File: src/hw/rtl/w2f_pkg.sv
// Shared types, constants and table functions for the world to frame transform.
// No dependencies; every other file of the block imports this package.
package w2f_pkg;

    localparam int SINE_TABLE_BITS_DEF = 10;

    localparam int CFG_INDEX_W = 3;
    localparam int CFG_DATA_W  = 32;

    localparam logic [CFG_INDEX_W-1:0] REG_ORIGIN_X    = 3'd0;
    localparam logic [CFG_INDEX_W-1:0] REG_ORIGIN_Y    = 3'd1;
    localparam logic [CFG_INDEX_W-1:0] REG_YAW_ANGLE   = 3'd2;
    localparam logic [CFG_INDEX_W-1:0] REG_VIEW_EXTENT = 3'd3;
    localparam logic [CFG_INDEX_W-1:0] REG_ROTATE_MODE = 3'd4;
    localparam logic [CFG_INDEX_W-1:0] REG_FRAME_SHAPE = 3'd5;

    localparam logic [30:0] EXTENT_RESET = 31'd256;

    // Frame divider: rounded offset / extent, 24 quotient bits
    localparam int FDIV_NW = 51;
    localparam int FDIV_DW = 32;
    localparam int FDIV_QB = 24;
    // Edge divider: rounded component / length, 17 quotient bits
    localparam int EDIV_NW = 49;
    localparam int EDIV_DW = 33;
    localparam int EDIV_QB = 17;

    localparam longint unsigned HALF_PI_Q30 = 64'd1686629713;

    typedef struct packed {
        logic adv;
        logic valid;
    } pipe_ctl_t;

    // Multiply a Q30 series term by x twice, before the factorial step
    function automatic longint unsigned term_step(longint unsigned term, longint unsigned x);
        return (((term * x) >> 30) * x) >> 30;
    endfunction

    // Round a Q30 series sum to Q16 and limit it to [0, 1.0]
    function automatic logic [16:0] q16_round(longint sum);
        longint s;
        s = sum;
        if (s < 0)
            s = 0;
        s = (s + 8192) >>> 14;
        if (s > 65536)
            s = 65536;
        return 17'(s);
    endfunction

endpackage

File: src/hw/rtl/w2f_div.sv
// Pipelined restoring divider, one quotient bit per stage, with a side tag.
// Depends on w2f_pkg for the pipeline control struct.
module w2f_div
    import w2f_pkg::*;
#(
    parameter int NW = FDIV_NW,
    parameter int DW = FDIV_DW,
    parameter int QB = FDIV_QB,
    parameter int TW = 1
)
(
    input  logic          clk,
    input  logic          rst_n,
    input  pipe_ctl_t     ctl,
    input  logic [NW-1:0] num,
    input  logic [DW-1:0] den,
    input  logic [TW-1:0] tag,
    output logic          out_valid,
    output logic [QB-1:0] quot,
    output logic          ovf,
    output logic [TW-1:0] out_tag
);

    localparam int WW = (NW > DW + QB) ? NW : DW + QB;

    logic          valid_reg [QB+1];
    logic [NW-1:0] rem_reg   [QB+1];
    logic [DW-1:0] den_reg   [QB+1];
    logic [QB-1:0] quot_reg  [QB+1];
    logic          ovf_reg   [QB+1];
    logic [TW-1:0] tag_reg   [QB+1];
    logic          ovf_next;

    // quotient would not fit: caller saturates
    assign ovf_next = WW'(num) >= (WW'(den) << QB);

    always_ff @(posedge clk or negedge rst_n)
    begin
        if (!rst_n)
            valid_reg[0] <= 1'b0;
        else if (ctl.adv)
            valid_reg[0] <= ctl.valid;
    end

    always_ff @(posedge clk)
    begin
        if (ctl.adv)
        begin
            rem_reg[0]  <= num;
            den_reg[0]  <= den;
            quot_reg[0] <= '0;
            ovf_reg[0]  <= ovf_next;
            tag_reg[0]  <= tag;
        end
    end

    for (genvar j = 1; j <= QB; j++) begin : g_step
        localparam int K = QB - j;
        logic [WW-1:0] shifted;
        logic          take;
        logic [NW-1:0] rem_next;
        logic [QB-1:0] quot_next;

        assign shifted   = WW'(den_reg[j-1]) << K;
        assign take      = WW'(rem_reg[j-1]) >= shifted;
        assign rem_next  = take ? NW'(WW'(rem_reg[j-1]) - shifted) : rem_reg[j-1];
        assign quot_next = quot_reg[j-1] | (take ? (QB'(1) << K) : '0);

        always_ff @(posedge clk or negedge rst_n)
        begin
            if (!rst_n)
                valid_reg[j] <= 1'b0;
            else if (ctl.adv)
                valid_reg[j] <= valid_reg[j-1];
        end

        always_ff @(posedge clk)
        begin
            if (ctl.adv)
            begin
                rem_reg[j]  <= rem_next;
                den_reg[j]  <= den_reg[j-1];
                quot_reg[j] <= quot_next;
                ovf_reg[j]  <= ovf_reg[j-1];
                tag_reg[j]  <= tag_reg[j-1];
            end
        end
    end

    assign out_valid = valid_reg[QB];
    assign quot      = quot_reg[QB];
    assign ovf       = ovf_reg[QB];
    assign out_tag   = tag_reg[QB];

endmodule

File: config.mk
export PLATFORM = sky130hd
export DESIGN_NAME = w2f_div
export DESIGN_NICKNAME = d
export VERILOG_FILES = /design/src/hw/rtl/w2f_pkg.sv /design/src/hw/rtl/w2f_div.sv
export SDC_FILE = /design/constraint.sdc
export NUM_CORES = 2
export LEC_CHECK = 0
export BUFFER_PORTS_ARGS = -buffer_cell sky130_fd_sc_hd__buf_2
export CORE_MARGIN = 2
export CORE_UTILIZATION = 70
export CTS_BUF_LIST = sky130_fd_sc_hd__clkbuf_8
export CTS_CLUSTER_SIZE = 16
export DETAILED_ROUTE_END_ITERATION = 10
export HOLD_SLACK_MARGIN = 0.05
export PLACE_DENSITY = 0.88
export SYNTH_ARGS = -nofsm -noshare
export SYNTH_HDL_FRONTEND = slang
export SYNTH_SLANG_ARGS = --single-unit
File: constraint.sdc
create_clock -name clk -period 10.95 [get_ports clk]
set_input_delay 0.5475 -clock clk [delete_from_list [all_inputs] [get_ports clk]]
set_output_delay 0.5475 -clock clk [all_outputs]
set_load 0.05 [all_outputs]
==> impl_metrics.yaml <==
worst_setup_path:
  worstPathArrival_ns: 6.58
  cp.required_ns: 11.75
  crit_fanout: 55
  startpoint_type: "flop"
  criticalPathCategory: "reg -> reg"
  end_kind: "flop"
clock_tree:
  numCtsBuffers: 391
  clockBufferDepth: 4
  cts-htree-levels: 5
  cts_tree: "yes"
  holdBufCountCts: 90
  cts_root_buf: "clkbuf_8"
  postCtsSetupBuffers: 0
  insertion_delay_ns: 1.09
  cts_sinks: 2367
  clk_pin_slew_ns: 0.06
  post_cts_resized: 0
outcome:
  status: "finished, final reports clean"
grt:
  track_usage_pct: 34.0
  grt_overflow: 0
  grt_pass1_vias: 90200
  grt_pass1_wl_mm: 478
  grt_antenna_before_repair: 4
  grt_max_degree: 194
sta:
  fmax_mhz: 173
  finalHoldViolCount: 0
  setup_viol: 0
  slew_violations: 0
  timing.hold.ws_ns: 0.183
  rsz0062_at_grt: "no"
  fin_crit_ns: 5.77
  layout_worst_path_cycle_share_pct: 52.7
  timing.setup.tns_ns: 0
  finalClockSkew_ns: 0.0780
  relSlewSlack_pct: 3.94
  worst_pin_slew_ns: 1.43
  fin_ws_ns: 5.18
hold_path:
  hold_path.class: "in -> reg"
route:
  drt_iter0_markers: 7243
  wirelength_mm: 309
  wl_per_cell_um: 22.6
  firstDrtPassIters: 7
  via_count: 86500
  ant_nets: 0
  drc: 0
  vias_per_cell: 6.32
pwr:
  peakVddDrop_mv: 0.149
  powerDensity_mw_per_mm2: 247
  p_total_w: 0.0335
  p_leak_nw: 54.2
logic_synthesis:
  synthFlopType: "edfxtp_1"
  netlist_top_cells_area: "edfxtp_1 (57%), ha_1 (7.9%), a21oi_1 (3.6%)"
  synthAdderAreaFrac_pct: 8.27
  yosysSeqAreaShare_pct: 57.0
  ys_seq_elements: 2367
  synth_mux_area_share_pct: 2.11
  yosysUniqueCellTypes: 99
  synth-xor-area-share_pct: 5.49
  synth_top_family_by_area: "compound AO/OA/AOI/OAI gates"
  netlist_area_mm2: 0.124
  synth_top_area_share_pct: 56.5
  syn_inst: 10700
  synth_edf_count: 2342
  avgSynthCellArea_um2: 11.7
  synth_compound_area_share_pct: 13.4
  yosysWarningCount: 0
  synth_top_cell_by_area: "edfxtp_1"
  synthArstFlopShare_pct: 1.06
  synthesis.nets: 11500
  yosys.area_share.simple_pct: 9.88
floorplanning:
  die_h_um: 426
  core_mm2: 0.176
  dieArea_mm2: 0.181
  pin_count: 115
  die_w_um: 426
  initial_utilization_pct: 70.6
  num_rows: 154
cells_and_area:
  area_delta_synth_final_pct: 9.01
  fill_cells: 10200
  drive_gt1_share_pct: 8.63
  largest_reg_flops: 1224
  layout.nets: 11900
job:
  cap_violations: 0
place:
  routabilityCongestion: 1.01
  portBuffers: 114
  place_ws_ns: 5.37
  hpwl_mm: 221
-- per-stage QoR --
step	cell area (um^2)	cells	utilization [%]
2_1_floorplan	124000	10700	-
3_3_place_gp	128000	12900	72.4
3_5_place_dp	128000	12900	72.4
4_1_cts	136000	13700	76.9
5_1_grt	136000	13700	76.9
6_report	136000	13700	76.9
-- layout by cell type, fill, tap and decap left out, types with 221 or more instances in the layout --
master,count
a21o_1,422
o21ai_0,639
xnor2_1,449
nor2_1,618
nand2_1,770
xor2_1,330
clkbuf_8,401
mux2_2,221
edfxtp_1,2342
a21oi_1,899
ha_1,785
inv_1,1088
-- worst paths after layout --
check | slack (ns) | from | endpoint | depth (start not counted)
setup / recovery | 5.18 | rem_reg[1][215] | rem_reg[1][270] | 14
hold / removal | 0.18 | num[26] | rem_reg[0][26] | 2
setup reg to reg | 5.18 | rem_reg[1][215] | rem_reg[1][270] | 14
hold reg to reg | 0.38 | quot_reg[1][180] | quot_reg[1][204] | 0
max in group asynchronous | 10.25 | rst_n | valid_reg[19] | 4
min in group asynchronous | 0.55 | rst_n | valid_reg[24] | 4
-- area by class of cell --
| class | count | area [um^2] | area share (%) |
|---|---|---|---|
| clock buffer | 401 | 5520 | 4.07 |
| inverter | 975 | 3660 | 2.70 |
| timing repair buffer | 268 | 2110 | 1.56 |
| sequential | 2367 | 71000 | 52.3 |
| antenna | 4 | 10.0 | 0.00738 |
| multi-input combinational | 7041 | 49000 | 36.1 |
| clock inverter | 284 | 1440 | 1.06 |
| tap | 2340 | 2930 | 2.16 |
-- metal layers --
metal	track usage (%)	wire (um)	vias up
met5	0	0	-
met4	30.7	31600	0
met1	30.4	96000	41200
met2	65.1	168000	3680
li1	-	-	40200
met3	4.75	13700	1370
-- where the power goes --
part	internal [W]	leakage, nW	switching (W)	total [W]
clock	0.00362	4.01	0.00354	0.00717
combinational	0.00525	27.2	0.00753	0.0128
sequential	0.0125	23.0	0.00111	0.0136
total	0.0213	54.2	0.0122	0.0335
-- cell families after synthesis --
logic type / Yosys count
compound gates: 2693
simple gates: 2527
flops: 2367
buf+inv: 1242
fa+ha+maj: 808
xor+xnor: 779
mux: 234
-- cell usage after synthesis, types with 22 or more instances --
cell,n
xnor2_1,449
o21bai_1,82
nand2b_1,114
and2_1,27
a31oi_1,85
mux2_2,221
nor4_1,112
buf_2,35
xor2_1,330
a211oi_1,78
and4_1,22
a211o_1,22
nor2b_1,101
or2_2,26
a21o_1,422
o211ai_1,49
or3_1,59
ha_1,785
o31ai_1,50
nand3_1,155
edfxtp_1,2342
a21oi_1,900
or4_1,37
a21boi_0,22
nor2_1,618
nor3_1,166
and3_1,70
nand2_1,770
a2111oi_0,22
inv_1,974
o21ai_0,639
o31a_1,26
o21a_1,89
nand4_1,151
clkbuf_1,215
fa_1,23
dfrtp_1,25
-- worst max-delay path, cell delays in order (launching register included) --
cell and delay [ns]:
edfxtp_1 0.41, inv_1 0.08, ha_1 0.16, inv_1 0.06
fa_1 0.42, a21o_1 0.23, a221oi_1 0.50, a21oi_1 0.27
a31oi_1 0.61, a31oi_1 0.38, a31oi_1 0.41, and2b_1 0.28
o21a_1 0.58, inv_2 0.58, mux2_2 0.46
No activity file was read; power rests on OpenSTA's default activity.
