===== src/hw/rtl/w2f_pkg.sv =====
// Shared types, constants and table functions for the world to frame transform.
// No dependencies; every other file of the block imports this package.
package w2f_pkg;

    localparam int SINE_TABLE_BITS_DEF = 10;

    localparam int CFG_INDEX_W = 3;
    localparam int CFG_DATA_W  = 32;

    localparam logic [CFG_INDEX_W-1:0] REG_ORIGIN_X    = 3'd0;
    localparam logic [CFG_INDEX_W-1:0] REG_ORIGIN_Y    = 3'd1;
    localparam logic [CFG_INDEX_W-1:0] REG_YAW_ANGLE   = 3'd2;
    localparam logic [CFG_INDEX_W-1:0] REG_VIEW_EXTENT = 3'd3;
    localparam logic [CFG_INDEX_W-1:0] REG_ROTATE_MODE = 3'd4;
    localparam logic [CFG_INDEX_W-1:0] REG_FRAME_SHAPE = 3'd5;

    localparam logic [30:0] EXTENT_RESET = 31'd256;

    // Frame divider: rounded offset / extent, 24 quotient bits
    localparam int FDIV_NW = 51;
    localparam int FDIV_DW = 32;
    localparam int FDIV_QB = 24;
    // Edge divider: rounded component / length, 17 quotient bits
    localparam int EDIV_NW = 49;
    localparam int EDIV_DW = 33;
    localparam int EDIV_QB = 17;

    localparam longint unsigned HALF_PI_Q30 = 64'd1686629713;

    typedef struct packed {
        logic adv;
        logic valid;
    } pipe_ctl_t;

    // Multiply a Q30 series term by x twice, before the factorial step
    function automatic longint unsigned term_step(longint unsigned term, longint unsigned x);
        return (((term * x) >> 30) * x) >> 30;
    endfunction

    // Round a Q30 series sum to Q16 and limit it to [0, 1.0]
    function automatic logic [16:0] q16_round(longint sum);
        longint s;
        s = sum;
        if (s < 0)
            s = 0;
        s = (s + 8192) >>> 14;
        if (s > 65536)
            s = 65536;
        return 17'(s);
    endfunction

endpackage


===== src/hw/rtl/w2f_isqrt.sv =====
// Pipelined integer square root of a 64-bit value, one result bit per stage.
// Depends on w2f_pkg for the pipeline control struct.
module w2f_isqrt
    import w2f_pkg::*;
#(
    parameter int TW = 1
)
(
    input  logic          clk,
    input  logic          rst_n,
    input  pipe_ctl_t     ctl,
    input  logic [63:0]   val,
    input  logic [TW-1:0] tag,
    output logic          out_valid,
    output logic [31:0]   root,
    output logic [TW-1:0] out_tag
);

    localparam int NS = 32;

    logic          valid_reg [NS+1];
    logic [63:0]   v_reg     [NS+1];
    logic [63:0]   res_reg   [NS+1];
    logic [TW-1:0] tag_reg   [NS+1];

    always_ff @(posedge clk or negedge rst_n)
    begin
        if (!rst_n)
            valid_reg[0] <= 1'b0;
        else if (ctl.adv)
            valid_reg[0] <= ctl.valid;
    end

    always_ff @(posedge clk)
    begin
        if (ctl.adv)
        begin
            v_reg[0]   <= val;
            res_reg[0] <= '0;
            tag_reg[0] <= tag;
        end
    end

    for (genvar i = 1; i <= NS; i++) begin : g_step
        localparam logic [63:0] BIT = 64'd1 << (64 - 2 * i);
        logic [64:0] trial;
        logic        take;
        logic [63:0] v_next;
        logic [63:0] res_next;

        assign trial    = {1'b0, res_reg[i-1]} + {1'b0, BIT};
        assign take     = {1'b0, v_reg[i-1]} >= trial;
        assign v_next   = take ? 64'({1'b0, v_reg[i-1]} - trial) : v_reg[i-1];
        assign res_next = take ? (res_reg[i-1] >> 1) + BIT : res_reg[i-1] >> 1;

        always_ff @(posedge clk or negedge rst_n)
        begin
            if (!rst_n)
                valid_reg[i] <= 1'b0;
            else if (ctl.adv)
                valid_reg[i] <= valid_reg[i-1];
        end

        always_ff @(posedge clk)
        begin
            if (ctl.adv)
            begin
                v_reg[i]   <= v_next;
                res_reg[i] <= res_next;
                tag_reg[i] <= tag_reg[i-1];
            end
        end
    end

    assign out_valid = valid_reg[NS];
    assign root      = res_reg[NS][31:0];
    assign out_tag   = tag_reg[NS];

endmodule


===== config.mk =====
export PLATFORM = sky130hd
export DESIGN_NAME = w2f_isqrt
export DESIGN_NICKNAME = d
export VERILOG_FILES = /design/src/hw/rtl/w2f_pkg.sv /design/src/hw/rtl/w2f_isqrt.sv
export SDC_FILE = /design/constraint.sdc
export NUM_CORES = 2
export LEC_CHECK = 0
export BUFFER_PORTS_ARGS = -buffer_cell sky130_fd_sc_hd__buf_2
export CAP_MARGIN = 0
export CORE_UTILIZATION = 30
export CTS_BUF_LIST = sky130_fd_sc_hd__clkbuf_8
export CTS_CLUSTER_DIAMETER = 40
export DETAILED_ROUTE_END_ITERATION = 8
export HOLD_SLACK_MARGIN = 0.06
export SLEW_MARGIN = 15
export SYNTH_ARGS = -nofsm -noshare
export SYNTH_HDL_FRONTEND = slang
export SYNTH_MEMORY_MAX_BITS = 65536
export SYNTH_SLANG_ARGS = --single-unit

===== constraint.sdc =====
create_clock -name clk -period 4.95 [get_ports clk]
set_clock_uncertainty 0.1 [all_clocks]
set_input_delay 0.7425 -clock clk [delete_from_list [all_inputs] [get_ports clk]]
set_output_delay 0.7425 -clock clk [all_outputs]
set_load 0.01 [all_outputs]

==> impl_summary.txt <==
----------------------------------------------------
[Clocking]
  CTS H-tree depth ... 5
  Clk Tree Root Cell ... sky130_fd_sc_hd__clkbuf_8
  Worst-path clk slew ... approximately 0.060 ns
  Later-pin clock latency in the skew report ... 1.10 ns
  Clock Path Buffers ... 4
  TritonCTS buffer count ... 431
  Hold-fix buffers, CTS ... 68
  Post-CTS setup-driven buffer insertion count ... 0
  CTS tree ... yes
  Number of sinks driven by the clock tree ... 2642
  Post_cts resized ... 0

[Outcome]
  Run status ... finished, final reports clean

[Power and ir drop]
  Peak ir drop on the vdd network ... 0.247 mV
  Leakage component of the power ... 52.6 nW
  Power density cells ... between 400 and 500 mW/mm2

[Layout]
  Final nets ... 10.9k
  Ratio of cells with drive above 1 in the final layout ... 9.14%
  Max FFs per register ... ~2.0k
  Filler instances ... 40.1k
  Synth-to-layout area growth ... 13.6%
  Area of the multi-input gates ... 0.0416 mm2
  Seq. cell area ... 0.0792 mm2
  Finished layout cell area ... roughly 0.14 mm2

[Yosys]
  Cell type with the highest aggregate area in the netlist ... sky130_fd_sc_hd__edfxtp_1
  Synth Warn # ... 0
  Top-count cell post-synth ... sky130_fd_sc_hd__edfxtp_1
  Total of flip-flops plus latches after synthesis ... 2642
  Top post-synthesis cells by area ... sky130_fd_sc_hd__edfxtp_1 63%, sky130_fd_sc_hd__ha_1 5.6%, sky130_fd_sc_hd__xor2_1 3.1%
  Synth Area per Inst ... 12.8 um2
  Number of enable-type register cells in the synthesized netlist ... 2609
  Cell variety after synth ... 92
  Netlist area before placement ... ~0.12 mm2
  Top flip-flop cell by instance count after synthesis ... sky130_fd_sc_hd__edfxtp_1
  Register area share after synthesis ... between 60% and 70%
  Count of mapped cells out of synthesis ... ~9.7k
  Post-synth net total ... 10.3k
  Area fraction of the dominant cell type after synthesis ... 63.2%
  Fraction of registers with async set/reset ... around 1.2%
  Cell types with the highest counts after synthesis ... 2609 x sky130_fd_sc_hd__edfxtp_1, 693 x sky130_fd_sc_hd__inv_1, 638 x sky130_fd_sc_hd__nand2_1

[Floorplanning]
  Die outline width ... 645 um
  Floorplan row count ... approximately 240
  Starting Density ... 30.2%
  Vertical extent of the die ... 645 um
  Core area ... 0.410 mm2
  Full die area ... 0.416 mm2
  Boundary Pins ... about 100

[Placed design]
  Placer Congestion ... ~0.9
  Hpwl dp ... between 200000 and 250000 um
  Area after detailed placement ... 0.132 mm2
  Number of port buffers ... 102

[Global route]
  Global-route usage over all layers ... 12.8%
  Wire length of the first global-routing pass ... 424000 um
  Largest net degree at the start of global routing ... 160
  Antenna violations before repair ... 7
  Via count of the first global-routing pass ... between 70k and 80k
  Sum of overflow across all layers after global routing ... 0

[Timing]
  Period minus WS final ... 4.34 ns
  Maximum clock rate ... between 200 and 250 MHz
  Number of setup violations in the final report ... 0
  Worst-Margin Slew ... 0.976 ns
  Final Hold Vio Count ... 0
  Final sum of negative setup slack ... 0 ns
  Share of the clock period used by the worst path ... 87.7%
  Unrepaired setup endpoints after global routing ... false
  Count of final max-slew check failures ... 0
  Normalized max-slew margin ... 34.5%

[Critical path]
  Critical path required time ... 5.51 ns
  Max Fanout on Critical Path ... 32
  Nature of the critical path startpoint ... flip-flop
  Worst endpoint data arrival time ... 4.90 ns
  Setup crit end kind ... flip-flop
  Crit path kind ... reg -> reg

[Detailed routing]
  Detailed-router iteration count before antenna repair ... 7
  Via count ... 75.5k
  Routed length per placed instance ... 17.1 um
  Initial DRC Count ... 4686
  Routed wire length ... 273000 um
  Via density ... ~4.7
  DRC violations left ... 0
  Remaining number of nets flagged by the antenna check after routing ... 0

[Hold path]
  Classification of the worst-slack hold path ... in -> async

[Flow run]
  Max cap viols ... 0

----------------------------------------------------
-- power breakdown --
| group | switching (W) | internal, W | leakage, nW |
|---|---|---|---|
| combinational | 0.00726 | 0.00514 | 22.4 |
| clock | 0.00866 | 0.00951 | 4.61 |
| sequential | 0.00200 | 0.0282 | 25.5 |
| total | 0.0179 | 0.0429 | 52.6 |
-- worst max-delay path: stages, from the launching register on --
cell and delay (ns):
sky130_fd_sc_hd__edfxtp_1 0.42, sky130_fd_sc_hd__or4_1 0.61, sky130_fd_sc_hd__or4_1 0.47, sky130_fd_sc_hd__or4_1 0.51
sky130_fd_sc_hd__nor4_1 0.44, sky130_fd_sc_hd__o21ai_0 0.20, sky130_fd_sc_hd__a31oi_1 0.23, sky130_fd_sc_hd__buf_4 0.29
sky130_fd_sc_hd__inv_1 0.47, sky130_fd_sc_hd__nor2_1 0.24, sky130_fd_sc_hd__a21oi_1 0.06
-- per-layer routing --
layer  global-route usage [%]  wire (um)
met5                        0          0
met4                     6.99      15600
met3                     1.81       9360
met2                     24.4     143000
met1                     13.5     105000
-- cells by family after synthesis --
kind of cell / share of synthesized area (%)
compound gates: 8.93
xor+xnor: 6.06
fa+ha+maj: 5.63
buf+inv: 2.69
flops: 63.8
mux: 1.01
simple gates: 11.8
-- area by class of cell --
cell class / count / area share [%]
sequential: 2642 / 56.2
multi-input combinational: 6148 / 29.5
tap: 5451 / 4.84
clock buffer: 437 / 4.27
inverter: 696 / 1.85
timing repair buffer: 305 / 1.81
clock inverter: 333 / 1.51
antenna: 3 / 0.00533
-- stage by stage --
step / power [W] / utilization, % / hold WS, ns / setup WS, ns / instances
2_1_floorplan: 0.0388 / - / 0.300 / 1.24 / 9670
3_3_place_gp: 0.0429 / 32.2 / 0.301 / 0.602 / 15174
3_5_place_dp: 0.0430 / 32.2 / 0.305 / 0.592 / 15174
4_1_cts: 0.0614 / 34.3 / 0.113 / 0.557 / 16012
5_1_grt: 0.0640 / 34.3 / 0.186 / 0.277 / 16013
6_report: 0.0608 / 34.3 / 0.230 / 0.608 / 16015
-- layout by cell type (no fill, tap or decap), types with 98 or more instances in the layout --
master,synthesis,layout
sky130_fd_sc_hd__edfxtp_1,2609,2609
sky130_fd_sc_hd__inv_1,693,832
sky130_fd_sc_hd__nand2_1,638,638
sky130_fd_sc_hd__nor2_1,594,593
sky130_fd_sc_hd__ha_1,558,558
sky130_fd_sc_hd__a21oi_1,557,556
sky130_fd_sc_hd__o21ai_0,468,467
sky130_fd_sc_hd__xor2_1,440,440
sky130_fd_sc_hd__clkbuf_8,0,437
sky130_fd_sc_hd__xnor2_1,418,418
sky130_fd_sc_hd__nor4_1,342,340
sky130_fd_sc_hd__nor3_1,275,275
sky130_fd_sc_hd__a21o_1,238,238
sky130_fd_sc_hd__nand3_1,145,145
sky130_fd_sc_hd__nand4_1,143,143
sky130_fd_sc_hd__nand2b_1,116,116
sky130_fd_sc_hd__buf_4,1,108
sky130_fd_sc_hd__mux2_2,101,101
sky130_fd_sc_hd__clkinv_1,1,101
sky130_fd_sc_hd__buf_2,18,101
sky130_fd_sc_hd__o21a_1,98,98
sky130_fd_sc_hd__or3_1,98,98
-- worst paths after layout --
path / depth (start not counted) / slack (ns) / end / from
worst min-delay path: 2 / 0.23 / valid_reg[27] / rst_n
worst min register to register: 0 / 0.28 / res_reg[0][499] / res_reg[0][436]
worst max register to register: 10 / 0.61 / v_reg[0][1499] / v_reg[0][1465]
min in group clk: 2 / 0.27 / v_reg[0][7] / val[7]
worst max-delay path: 10 / 0.61 / v_reg[0][1499] / v_reg[0][1465]
max in group asynchronous: 2 / 4.05 / valid_reg[14] / rst_n
Power figures use the tool's default switching activity.
